[config.mk]
export PLATFORM = sky130hd
export DESIGN_NAME = rle_segment_packbits_decoder_unit
export DESIGN_NICKNAME = d
export VERILOG_FILES = /design/src/rlepb_pkg.sv /design/src/rlepb_clip.sv /design/src/rle_segment_packbits_decoder_unit.sv
export SDC_FILE = /design/constraint.sdc
export NUM_CORES = 2
export LEC_CHECK = 0
export BUFFER_PORTS_ARGS = -buffer_cell sky130_fd_sc_hd__buf_2
export CAP_MARGIN = 10
export CORE_UTILIZATION = 25
export DETAILED_ROUTE_END_ITERATION = 8
export GPL_TIMING_DRIVEN = 0
export MAX_ROUTING_LAYER = met4
export PLACE_DENSITY = 0.39
export SLEW_MARGIN = 20
export SYNTH_ARGS = -nofsm -noshare
export SYNTH_HDL_FRONTEND = slang
export SYNTH_SLANG_ARGS = --single-unit
[constraint.sdc]
create_clock -name clk -period 13.2 [get_ports clk]
set_input_delay 3.3 -clock clk [delete_from_list [all_inputs] [get_ports clk]]
set_output_delay 3.3 -clock clk [all_outputs]
set_load 0.02 [all_outputs]
[src/rlepb_pkg.sv]
package rlepb_pkg;

    // Header layout and segment table size
    localparam int MAX_SEGMENTS = 15;
    localparam int HEADER_BYTES = 64;
    localparam logic [31:0] LAST_HEADER_POS = 32'(HEADER_BYTES - 1);

    // Configuration port
    localparam int CFG_INDEX_W = 1;
    localparam int CFG_DATA_W  = 32;
    localparam logic [CFG_INDEX_W-1:0] CFG_COMPONENT_COUNT = 1'b0;
    localparam logic [CFG_INDEX_W-1:0] CFG_FRAME_BYTES     = 1'b1;

    // PackBits control byte that does nothing (-128)
    localparam logic [7:0] CTRL_NOP = 8'h80;

    typedef enum logic [1:0] {
        KIND_RUN   = 2'd0,
        KIND_DONE  = 2'd1,
        KIND_SHORT = 2'd2,
        KIND_COUNT = 2'd3
    } kind_t;

    typedef struct packed {
        logic [7:0] data_byte;
        logic       last_byte;
    } in_item_t;

    typedef struct packed {
        kind_t       kind;
        logic [31:0] start_address;
        logic [7:0]  byte_value;
        logic [7:0]  run_length;
    } out_item_t;

    // Request to the run clipper: wanted positions, stride, room left in frame
    typedef struct packed {
        logic [7:0]  want;
        logic [3:0]  stride;
        logic [31:0] room;
    } clip_req_t;

endpackage

[src/rlepb_clip.sv]
module rlepb_clip
    import rlepb_pkg::*;
(
    input  logic       clk,
    input  logic       rst_n,
    input  logic       start,
    input  clip_req_t  req,
    output logic       done,
    output logic [7:0] run_len
);

    typedef enum logic [1:0] {
        C_IDLE   = 2'b01,
        C_SEARCH = 2'b10
    } clip_state_t;

    clip_state_t state_reg, state_next;
    logic        done_reg, done_next;
    logic [7:0]  len_reg, len_next;
    logic [2:0]  bit_reg, bit_next;
    logic [3:0]  stride_reg, stride_next;
    logic [31:0] room_reg, room_next;

    logic [11:0] fast_prod;
    logic [6:0]  cand;
    logic [10:0] search_prod;

    // Span of the full run, and of the candidate length under test
    assign fast_prod   = (req.want - 8'd1) * req.stride;
    assign cand        = len_reg[6:0] | (7'd1 << bit_reg);
    assign search_prod = (cand - 7'd1) * stride_reg;

    // Take the full run when it fits, else search the largest length bit by bit
    always_comb
    begin
        state_next  = state_reg;
        done_next   = 1'b0;
        len_next    = len_reg;
        bit_next    = bit_reg;
        stride_next = stride_reg;
        room_next   = room_reg;
        unique case (state_reg)
            C_IDLE:
            begin
                if (start)
                begin
                    stride_next = req.stride;
                    room_next   = req.room;
                    if (req.stride == 4'd0 || {20'd0, fast_prod} < req.room)
                    begin
                        len_next  = req.want;
                        done_next = 1'b1;
                    end
                    else
                    begin
                        len_next   = 8'd0;
                        bit_next   = 3'd6;
                        state_next = C_SEARCH;
                    end
                end
            end
            C_SEARCH:
            begin
                if ({21'd0, search_prod} < room_reg)
                begin
                    len_next = {1'b0, cand};
                end
                if (bit_reg == 3'd0)
                begin
                    done_next  = 1'b1;
                    state_next = C_IDLE;
                end
                else
                begin
                    bit_next = bit_reg - 3'd1;
                end
            end
            default:
            begin
                state_next = C_IDLE;
            end
        endcase
    end

    // Hold control state
    always_ff @(posedge clk or negedge rst_n)
    begin
        if (!rst_n)
        begin
            state_reg <= C_IDLE;
            done_reg  <= 1'b0;
        end
        else
        begin
            state_reg <= state_next;
            done_reg  <= done_next;
        end
    end

    // Hold search operands and result
    always_ff @(posedge clk)
    begin
        len_reg    <= len_next;
        bit_reg    <= bit_next;
        stride_reg <= stride_next;
        room_reg   <= room_next;
    end

    assign done    = done_reg;
    assign run_len = len_reg;

endmodule

[src/rle_segment_packbits_decoder_unit.sv]
// PackBits segment decoder for RLE-compressed objects. Each input word is one
// compressed byte; the first 64 bytes form the header (segment count and 15
// segment offsets, little-endian); the offsets are stored in a 15-entry
// offset memory with a registered read. Each later byte produces at most one
// run-write word (start address, value, length stepping by component_count,
// clipped to frame_bytes), and the byte flagged last produces one status word.
// Header bytes, bytes after a count mismatch and bytes with no segment left
// to decode are closed out when accepted. A decoded byte is accepted, compared
// with each later segment start it reaches (one compare per boundary it
// crosses, and one more unless it ends up in the last segment), checked
// against its segment start from the memory read, and, when it yields a run,
// sent through the clip and emit states, with the bit-serial length search
// when that run must be clipped at the frame end. A run or status word waits
// while the output register still holds an unaccepted word. The output
// register lets the next byte be taken while a word waits.
module rle_segment_packbits_decoder_unit
    import rlepb_pkg::*;
(
    input  logic                   clk,
    input  logic                   rst_n,
    input  logic                   in_valid,
    output logic                   in_ready,
    input  in_item_t               in_data,
    output logic                   out_valid,
    input  logic                   out_ready,
    output out_item_t              out_data,
    input  logic                   cfg_we,
    input  logic [CFG_INDEX_W-1:0] cfg_index,
    input  logic [CFG_DATA_W-1:0]  cfg_data
);

    typedef enum logic [5:0] {
        S_IDLE   = 6'b000001,
        S_NEXT   = 6'b000010,
        S_CUR    = 6'b000100,
        S_CLIP   = 6'b001000,
        S_EMIT   = 6'b010000,
        S_STATUS = 6'b100000
    } state_t;

    typedef enum logic [2:0] {
        HS_HEADER   = 3'b001,
        HS_DECODE   = 3'b010,
        HS_MISMATCH = 3'b100
    } hdr_t;

    typedef enum logic [2:0] {
        M_CONTROL = 3'b001,
        M_LITERAL = 3'b010,
        M_REPEAT  = 3'b100
    } mode_t;

    // Configuration
    logic [3:0]  cc_reg;
    logic [31:0] frame_reg;

    // Per-object state
    state_t      state_reg, state_next;
    hdr_t        hdr_reg, hdr_next;
    mode_t       mode_reg, mode_next;
    logic [31:0] pos_reg, pos_next;
    logic [3:0]  seg_idx_reg, seg_idx_next;
    logic [3:0]  seg_total_reg, seg_total_next;
    logic [31:0] dest_reg, dest_next;
    logic [7:0]  lit_reg, lit_next;
    logic [7:0]  rep_reg, rep_next;
    logic [3:0]  cnt_lo_reg, cnt_lo_next;
    logic        cnt_hi_nz_reg, cnt_hi_nz_next;
    logic [23:0] asm_reg, asm_next;
    logic [7:0]  byte_reg, byte_next;
    logic        last_reg, last_next;

    // Output register
    logic        out_valid_reg, out_valid_next;
    out_item_t   out_data_reg, out_data_next;
    logic        out_free;

    // Offset memory
    logic [31:0] mem [MAX_SEGMENTS];
    logic        mem_we;
    logic [3:0]  mem_waddr;
    logic [31:0] mem_wdata;
    logic [3:0]  mem_raddr;
    logic [31:0] mem_rdata_reg;

    // Run clipper
    logic        clip_start;
    clip_req_t   clip_req;
    logic        clip_done;
    logic [7:0]  clip_len;

    // Helpers
    logic        fin;
    logic        fin_last;
    logic [3:0]  idx_adv;
    logic [11:0] emit_step;
    logic [32:0] emit_sum;

    function automatic logic has_next(input logic [3:0] idx, input logic [3:0] total);
        has_next = ({1'b0, idx} + 5'd1) < {1'b0, total};
    endfunction

    assign idx_adv   = seg_idx_reg + 4'd1;
    assign out_free  = !out_valid_reg || out_ready;
    assign emit_step = clip_len * cc_reg;
    assign emit_sum  = {1'b0, dest_reg} + 33'(emit_step);

    rlepb_clip u_clip (
        .clk     (clk),
        .rst_n   (rst_n),
        .start   (clip_start),
        .req     (clip_req),
        .done    (clip_done),
        .run_len (clip_len)
    );

    // Sequence header capture, segment scan, decode and emit
    always_comb
    begin
        state_next     = state_reg;
        hdr_next       = hdr_reg;
        mode_next      = mode_reg;
        pos_next       = pos_reg;
        seg_idx_next   = seg_idx_reg;
        seg_total_next = seg_total_reg;
        dest_next      = dest_reg;
        lit_next       = lit_reg;
        rep_next       = rep_reg;
        cnt_lo_next    = cnt_lo_reg;
        cnt_hi_nz_next = cnt_hi_nz_reg;
        asm_next       = asm_reg;
        byte_next      = byte_reg;
        last_next      = last_reg;
        out_valid_next = out_valid_reg && !out_ready;
        out_data_next  = out_data_reg;
        mem_we         = 1'b0;
        mem_waddr      = pos_reg[5:2] - 4'd1;
        mem_wdata      = {in_data.data_byte, asm_reg};
        mem_raddr      = has_next(seg_idx_reg, seg_total_reg) ? idx_adv : seg_idx_reg;
        clip_start     = 1'b0;
        clip_req.want  = 8'd1;
        clip_req.stride = cc_reg;
        clip_req.room  = frame_reg - dest_reg;
        fin            = 1'b0;
        fin_last       = last_reg;

        unique case (state_reg)
            S_IDLE:
            begin
                if (in_valid)
                begin
                    byte_next = in_data.data_byte;
                    last_next = in_data.last_byte;
                    fin_last  = in_data.last_byte;
                    priority if (hdr_reg == HS_HEADER)
                    begin
                        // Collect the count word, then assemble and store offsets
                        if (pos_reg[31:2] == 30'd0)
                        begin
                            if (pos_reg[1:0] == 2'd0)
                            begin
                                cnt_lo_next    = in_data.data_byte[3:0];
                                cnt_hi_nz_next = |in_data.data_byte[7:4];
                            end
                            else
                            begin
                                cnt_hi_nz_next = cnt_hi_nz_reg | (|in_data.data_byte);
                            end
                        end
                        else
                        begin
                            asm_next = {in_data.data_byte, asm_reg[23:8]};
                            if (pos_reg[1:0] == 2'd3)
                            begin
                                mem_we = 1'b1;
                            end
                        end
                        // Check the segment count on the last header byte
                        if (pos_reg == LAST_HEADER_POS)
                        begin
                            if (!cnt_hi_nz_reg && cnt_lo_reg == cc_reg)
                            begin
                                hdr_next       = HS_DECODE;
                                seg_total_next = cnt_lo_reg;
                                seg_idx_next   = 4'd0;
                                dest_next      = 32'd0;
                                mode_next      = M_CONTROL;
                            end
                            else
                            begin
                                hdr_next = HS_MISMATCH;
                            end
                        end
                        fin = 1'b1;
                    end
                    else if (hdr_reg == HS_DECODE && seg_total_reg != 4'd0 &&
                             seg_idx_reg < seg_total_reg)
                    begin
                        state_next = has_next(seg_idx_reg, seg_total_reg) ? S_NEXT : S_CUR;
                    end
                    else
                    begin
                        fin = 1'b1;
                    end
                end
            end
            S_NEXT:
            begin
                // Advance past every segment whose start is already reached
                if (pos_reg >= mem_rdata_reg)
                begin
                    seg_idx_next = idx_adv;
                    dest_next    = {28'd0, idx_adv};
                    mode_next    = M_CONTROL;
                    lit_next     = 8'd0;
                    rep_next     = 8'd0;
                    if (has_next(idx_adv, seg_total_reg))
                    begin
                        mem_raddr  = idx_adv + 4'd1;
                        state_next = S_NEXT;
                    end
                    else
                    begin
                        mem_raddr  = idx_adv;
                        state_next = S_CUR;
                    end
                end
                else
                begin
                    mem_raddr  = seg_idx_reg;
                    state_next = S_CUR;
                end
            end
            S_CUR:
            begin
                // Drop bytes before the segment start or once the frame is full
                if (pos_reg < mem_rdata_reg || dest_reg >= frame_reg)
                begin
                    fin = 1'b1;
                end
                else
                begin
                    unique case (mode_reg)
                        M_LITERAL:
                        begin
                            if (lit_reg <= 8'd1)
                            begin
                                lit_next  = 8'd0;
                                mode_next = M_CONTROL;
                            end
                            else
                            begin
                                lit_next = lit_reg - 8'd1;
                            end
                            clip_req.want = 8'd1;
                            clip_start    = 1'b1;
                            state_next    = S_CLIP;
                        end
                        M_REPEAT:
                        begin
                            rep_next      = 8'd0;
                            mode_next     = M_CONTROL;
                            clip_req.want = rep_reg;
                            clip_start    = 1'b1;
                            state_next    = S_CLIP;
                        end
                        M_CONTROL:
                        begin
                            if (!byte_reg[7])
                            begin
                                mode_next = M_LITERAL;
                                lit_next  = byte_reg + 8'd1;
                            end
                            else if (byte_reg != CTRL_NOP)
                            begin
                                mode_next = M_REPEAT;
                                rep_next  = ~byte_reg + 8'd2;
                            end
                            fin = 1'b1;
                        end
                        default:
                        begin
                            fin = 1'b1;
                        end
                    endcase
                end
            end
            S_CLIP:
            begin
                if (clip_done)
                begin
                    state_next = S_EMIT;
                end
            end
            S_EMIT:
            begin
                // Send the run and step the destination, capped at the frame
                if (out_free)
                begin
                    out_valid_next              = 1'b1;
                    out_data_next.kind          = KIND_RUN;
                    out_data_next.start_address = dest_reg;
                    out_data_next.byte_value    = byte_reg;
                    out_data_next.run_length    = clip_len;
                    dest_next = (emit_sum > {1'b0, frame_reg}) ? frame_reg : emit_sum[31:0];
                    fin = 1'b1;
                end
            end
            S_STATUS:
            begin
                // Send the status word and clear the object
                if (out_free)
                begin
                    out_valid_next = 1'b1;
                    unique case (hdr_reg)
                        HS_HEADER:   out_data_next.kind = KIND_SHORT;
                        HS_MISMATCH: out_data_next.kind = KIND_COUNT;
                        default:     out_data_next.kind = KIND_DONE;
                    endcase
                    out_data_next.start_address = 32'd0;
                    out_data_next.byte_value    = 8'd0;
                    out_data_next.run_length    = 8'd0;
                    pos_next       = 32'd0;
                    hdr_next       = HS_HEADER;
                    seg_idx_next   = 4'd0;
                    seg_total_next = 4'd0;
                    mode_next      = M_CONTROL;
                    lit_next       = 8'd0;
                    rep_next       = 8'd0;
                    dest_next      = 32'd0;
                    cnt_lo_next    = 4'd0;
                    cnt_hi_nz_next = 1'b0;
                    state_next     = S_IDLE;
                end
            end
            default:
            begin
                state_next = S_IDLE;
            end
        endcase

        // Close out the byte: report status or advance the saturating position
        if (fin)
        begin
            if (fin_last)
            begin
                state_next = S_STATUS;
            end
            else
            begin
                state_next = S_IDLE;
                if (pos_reg != 32'hFFFF_FFFF)
                begin
                    pos_next = pos_reg + 32'd1;
                end
            end
        end
    end

    // Hold control state and configuration
    always_ff @(posedge clk or negedge rst_n)
    begin
        if (!rst_n)
        begin
            state_reg     <= S_IDLE;
            hdr_reg       <= HS_HEADER;
            mode_reg      <= M_CONTROL;
            pos_reg       <= 32'd0;
            seg_idx_reg   <= 4'd0;
            seg_total_reg <= 4'd0;
            dest_reg      <= 32'd0;
            lit_reg       <= 8'd0;
            rep_reg       <= 8'd0;
            cnt_lo_reg    <= 4'd0;
            cnt_hi_nz_reg <= 1'b0;
            last_reg      <= 1'b0;
            out_valid_reg <= 1'b0;
            cc_reg        <= 4'd1;
            frame_reg     <= 32'd0;
        end
        else
        begin
            state_reg     <= state_next;
            hdr_reg       <= hdr_next;
            mode_reg      <= mode_next;
            pos_reg       <= pos_next;
            seg_idx_reg   <= seg_idx_next;
            seg_total_reg <= seg_total_next;
            dest_reg      <= dest_next;
            lit_reg       <= lit_next;
            rep_reg       <= rep_next;
            cnt_lo_reg    <= cnt_lo_next;
            cnt_hi_nz_reg <= cnt_hi_nz_next;
            last_reg      <= last_next;
            out_valid_reg <= out_valid_next;
            if (cfg_we)
            begin
                unique case (cfg_index)
                    CFG_COMPONENT_COUNT: cc_reg    <= cfg_data[3:0];
                    CFG_FRAME_BYTES:     frame_reg <= cfg_data;
                    default:             cc_reg    <= cc_reg;
                endcase
            end
        end
    end

    // Hold payload
    always_ff @(posedge clk)
    begin
        asm_reg      <= asm_next;
        byte_reg     <= byte_next;
        out_data_reg <= out_data_next;
    end

    // Offset memory: one write port, registered read
    always_ff @(posedge clk)
    begin
        if (mem_we)
        begin
            mem[mem_waddr] <= mem_wdata;
        end
        mem_rdata_reg <= mem[mem_raddr];
    end

    assign in_ready  = (state_reg == S_IDLE);
    assign out_valid = out_valid_reg;
    assign out_data  = out_data_reg;

endmodule

==> run metrics <==
Worst-Margin Slew 1070 ps; Async S/R FF share, synth 18.6%; H-tree Lvls 3; Synth area leaders sky130_fd_sc_hd__edfxtp_1 46%, sky130_fd_sc_hd__dfrtp_1 8.9%, sky130_fd_sc_hd__ha_1 6.0%, sky130_fd_sc_hd__mux2i_1 5.8%, sky130_fd_sc_hd__fa_1 2.7%; outcome complete, no violations; Port Buffer Count 98; Detailed Place HPWL roughly 96 mm; clock tree from TritonCTS built; top fanout value on the critical path 9; Hold Vio Cnt, Final 0; DIE HEIGHT around 400 microns; Static Leak 17.1 nW; number of distinct library cells after synthesis 91; overall routing resource usage between 15 and 20%; top library cells by usage in the layout, fill and taps aside 609 x sky130_fd_sc_hd__edfxtp_1, 245 x sky130_fd_sc_hd__inv_1, 231 x sky130_fd_sc_hd__mux2i_1, 194 x sky130_fd_sc_hd__nand2_1, 192 x sky130_fd_sc_hd__nor2_1; fraction of met3 tracks used by global routing under 10%; final clock period utilization by the worst path 85.4%; met2 routing resource usage after global routing between 20% and 30%; Slew Viols, Final 0; power density relative to cell area 171 nW/um^2; Iteration-0 DRC Markers 1676; net total in the final layout 3787; max FFs per register 480; area growth from synthesis to final layout 17.4%; synthesized instance count 3259; die outline area 160000 sq um; number of flops mapped to enable cells by yosys a little over 600; sequential cell area fraction in the yosys report 57.0%; endpoint of the worst setup timing path u_clip.bit_reg[1]$_SDFFCE_PN1P_; buffers inserted by post-CTS timing repair 0; sequential power share a little under two fifths; Post-Route Skew a little under 50 ps; sort of element at the end of the critical path flop; type of the most critical hold path reg2reg; switching portion of total power 36.3%; worst relative slew slack 28.8%; number of nets still failing antenna checks after routing 0; Yosys top cell by area sky130_fd_sc_hd__edfxtp_1; Initial Util 25.3%; Maximum Capacitance Violations 0; clock share of power roughly 31%; total setup violations reported at the end of the flow 0; Worst Setup Slack post-DPL between 2000 and 2500 ps; Final min period 11270 ps; CTS clk-pin slew, worst paths 60 ps; dominant register cell in the synthesized netlist sky130_fd_sc_hd__edfxtp_1; most common library cell in the layout ignoring fill and taps sky130_fd_sc_hd__edfxtp_1; crit start category flop; required time worst endpoint 13610 ps; depth of the worst register-to-register path 40; synthesized area per cell 12.2 sq um; # rows 145; DRC viols 0; worst setup path startpoint pos_reg[14]$_DFF_PN0_; total congestion overflow after global routing 0; worst reg2reg path endpoint u_clip.bit_reg[1]$_SDFFCE_PN1P_; type of the worst setup path reg2reg; highest attainable clock frequency approximately 89 MHz; Int Pwr just over 5 mW; fraction of synthesized cell area taken by the top area cell type 46.2%; width of the die roughly 400 microns; Total Routed Length 130 mm; data arrival time at the worst-slack endpoint 11670 ps; TritonRoute pass-1 iters 5; final-layout setup total negative slack 0 ps; CTS sink cnt 787; setup slack of the critical path after layout 1930 ps; Reg2Reg Setup Slack 1930 ps; vias in the first global route roughly 26000; number of storage elements in the synthesis netlist 787; busiest metal layer after global routing met2; unrepaired setup endpoints after global routing no; Post-Route Utilization 29.7%; hold-fix buffer count after cts 0; slowest CP cell sky130_fd_sc_hd__o21ai_0; Worst path max stage delay approximately 640 ps; Longest Clk Path Bufs 3; Synth warnings 0; fraction of layout cells with a size suffix above 1 10.8%; VDD IR max just over 0.1 mV; minimum hold slack just under 500 ps; library cell used as clock root buffer sky130_fd_sc_hd__clkbuf_16; startpoint of the worst register-to-register path pos_reg[14]$_DFF_PN0_; wire length per cell after detailed routing 23.0 microns; top-level port count 99; number of nets produced by synthesis 3550; Post-CTS Resized 0; number of vias per cell between 4 and 5; global placer's final weighted congestion 0.855; worst hold path stage count 0; maximum number of pins on one net before global-route repair 77; number of antenna violations at the first check in global routing 6; wire length of the first global-routing pass 187 mm; clock buffers created by TritonCTS 91; Core Box Area 157000 sq um; via count 26400; met1 track demand over resource in global routing between 20% and 30%; Logic pwr share 31.6%; Net Switching 2.89 mW; synthesized area 39600 sq um; Clk Latency, worst-skew pair just over 700 ps
-- cells by family after synthesis --
family	synth area share, %
AO/OA/AOI/OAI	10.4
buffers and inverters	3.94
adder cells (fa/ha/maj)	8.73
XOR/XNOR	2.65
multiplexers	6.89
AND/OR/NAND/NOR	10.4
flip-flops	57.0
-- how the worst min path moves through the flow --
stage                                           endpoint             startpoint  slack [ps]
final                     u_clip.stride_reg[3]$_DFFE_PP_  cc_reg[3]$_DFFE_PN0P_         480
after detailed placement  u_clip.stride_reg[3]$_DFFE_PP_  cc_reg[3]$_DFFE_PN0P_         460
after floorplan           u_clip.stride_reg[3]$_DFFE_PP_  cc_reg[3]$_DFFE_PN0P_         440
after global routing      u_clip.stride_reg[3]$_DFFE_PP_  cc_reg[3]$_DFFE_PN0P_         500
after global placement    u_clip.stride_reg[3]$_DFFE_PP_  cc_reg[3]$_DFFE_PN0P_         450
after CTS                 u_clip.stride_reg[3]$_DFFE_PP_  cc_reg[3]$_DFFE_PN0P_         490
-- routing by layer --
metal / vias up / wire length (microns)
met5: - / 0
met4: 0 / 4290
met3: 186 / 4350
met2: 528 / 63300
met1: 13100 / 57600
li1: 12600 / -
-- cells in the mapped netlist, types with 9 or more instances --
library cell,number
sky130_fd_sc_hd__edfxtp_1,609
sky130_fd_sc_hd__buf_6,12
sky130_fd_sc_hd__o31ai_1,26
sky130_fd_sc_hd__mux2i_1,231
sky130_fd_sc_hd__a21o_1,48
sky130_fd_sc_hd__xor2_1,35
sky130_fd_sc_hd__nand4_1,50
sky130_fd_sc_hd__a31oi_1,18
sky130_fd_sc_hd__nor2b_1,21
sky130_fd_sc_hd__clkbuf_1,88
sky130_fd_sc_hd__nand3_1,67
sky130_fd_sc_hd__o22ai_1,111
sky130_fd_sc_hd__buf_2,21
sky130_fd_sc_hd__ha_1,190
sky130_fd_sc_hd__or4_1,41
sky130_fd_sc_hd__or3_1,14
sky130_fd_sc_hd__nor3_1,44
sky130_fd_sc_hd__nand2b_1,23
sky130_fd_sc_hd__a21oi_1,144
sky130_fd_sc_hd__o211ai_1,15
sky130_fd_sc_hd__nand2_1,195
sky130_fd_sc_hd__o21ai_1,13
sky130_fd_sc_hd__and3_1,20
sky130_fd_sc_hd__dfxtp_1,32
sky130_fd_sc_hd__o21ai_0,109
sky130_fd_sc_hd__a211oi_1,41
sky130_fd_sc_hd__o21a_1,27
sky130_fd_sc_hd__buf_1,12
sky130_fd_sc_hd__inv_1,246
sky130_fd_sc_hd__mux2_2,37
sky130_fd_sc_hd__nor4_1,27
sky130_fd_sc_hd__o21bai_1,13
sky130_fd_sc_hd__a32oi_1,9
sky130_fd_sc_hd__nor2_1,205
sky130_fd_sc_hd__xnor2_1,81
sky130_fd_sc_hd__dfrtp_1,141
sky130_fd_sc_hd__fa_1,54
sky130_fd_sc_hd__and2_1,61
-- power by group through the flow --
stage | registers, mW | logic, mW | clock network, mW
final | 2.99 | 2.52 | 2.47
after global routing | 3.00 | 2.77 | 2.63
after CTS | 2.99 | 2.56 | 2.54
after detailed placement | 3.04 | 2.54 | 0
after global placement | 3.05 | 2.54 | 0
after floorplan | 3.00 | 1.58 | 0
-- per-stage QoR --
stage	power, mW	cells	area (sq um)
finish	7.97	5635	46500
global route	8.41	5634	46500
floorplan	4.58	3259	39600
global placement	5.59	5415	42700
detailed placement	5.58	5461	43600
CTS	8.09	5633	46500
-- final cells by class --
cell class | instances | area (sq um)
antenna | 2 | 5.00
buffer | 135 | 632
clock buffer | 121 | 2430
clock inverter | 51 | 469
fill | 16200 | 110000
inverter | 248 | 931
multi-input combinational | 2089 | 15600
sequential | 787 | 22600
tap | 2058 | 2570
timing repair buffer | 144 | 1300
-- critical path, delay by kind of cell (launching register included) --
family                   cells  cell delay [ps]
AND/OR/NAND/NOR             15             4190
AO/OA/AOI/OAI               13             3430
adder cells (fa/ha/maj)      6             2290
flip-flops                   1              460
XOR/XNOR                     2              280
buffers and inverters        4              270
(Power assumes the default switching activity.)
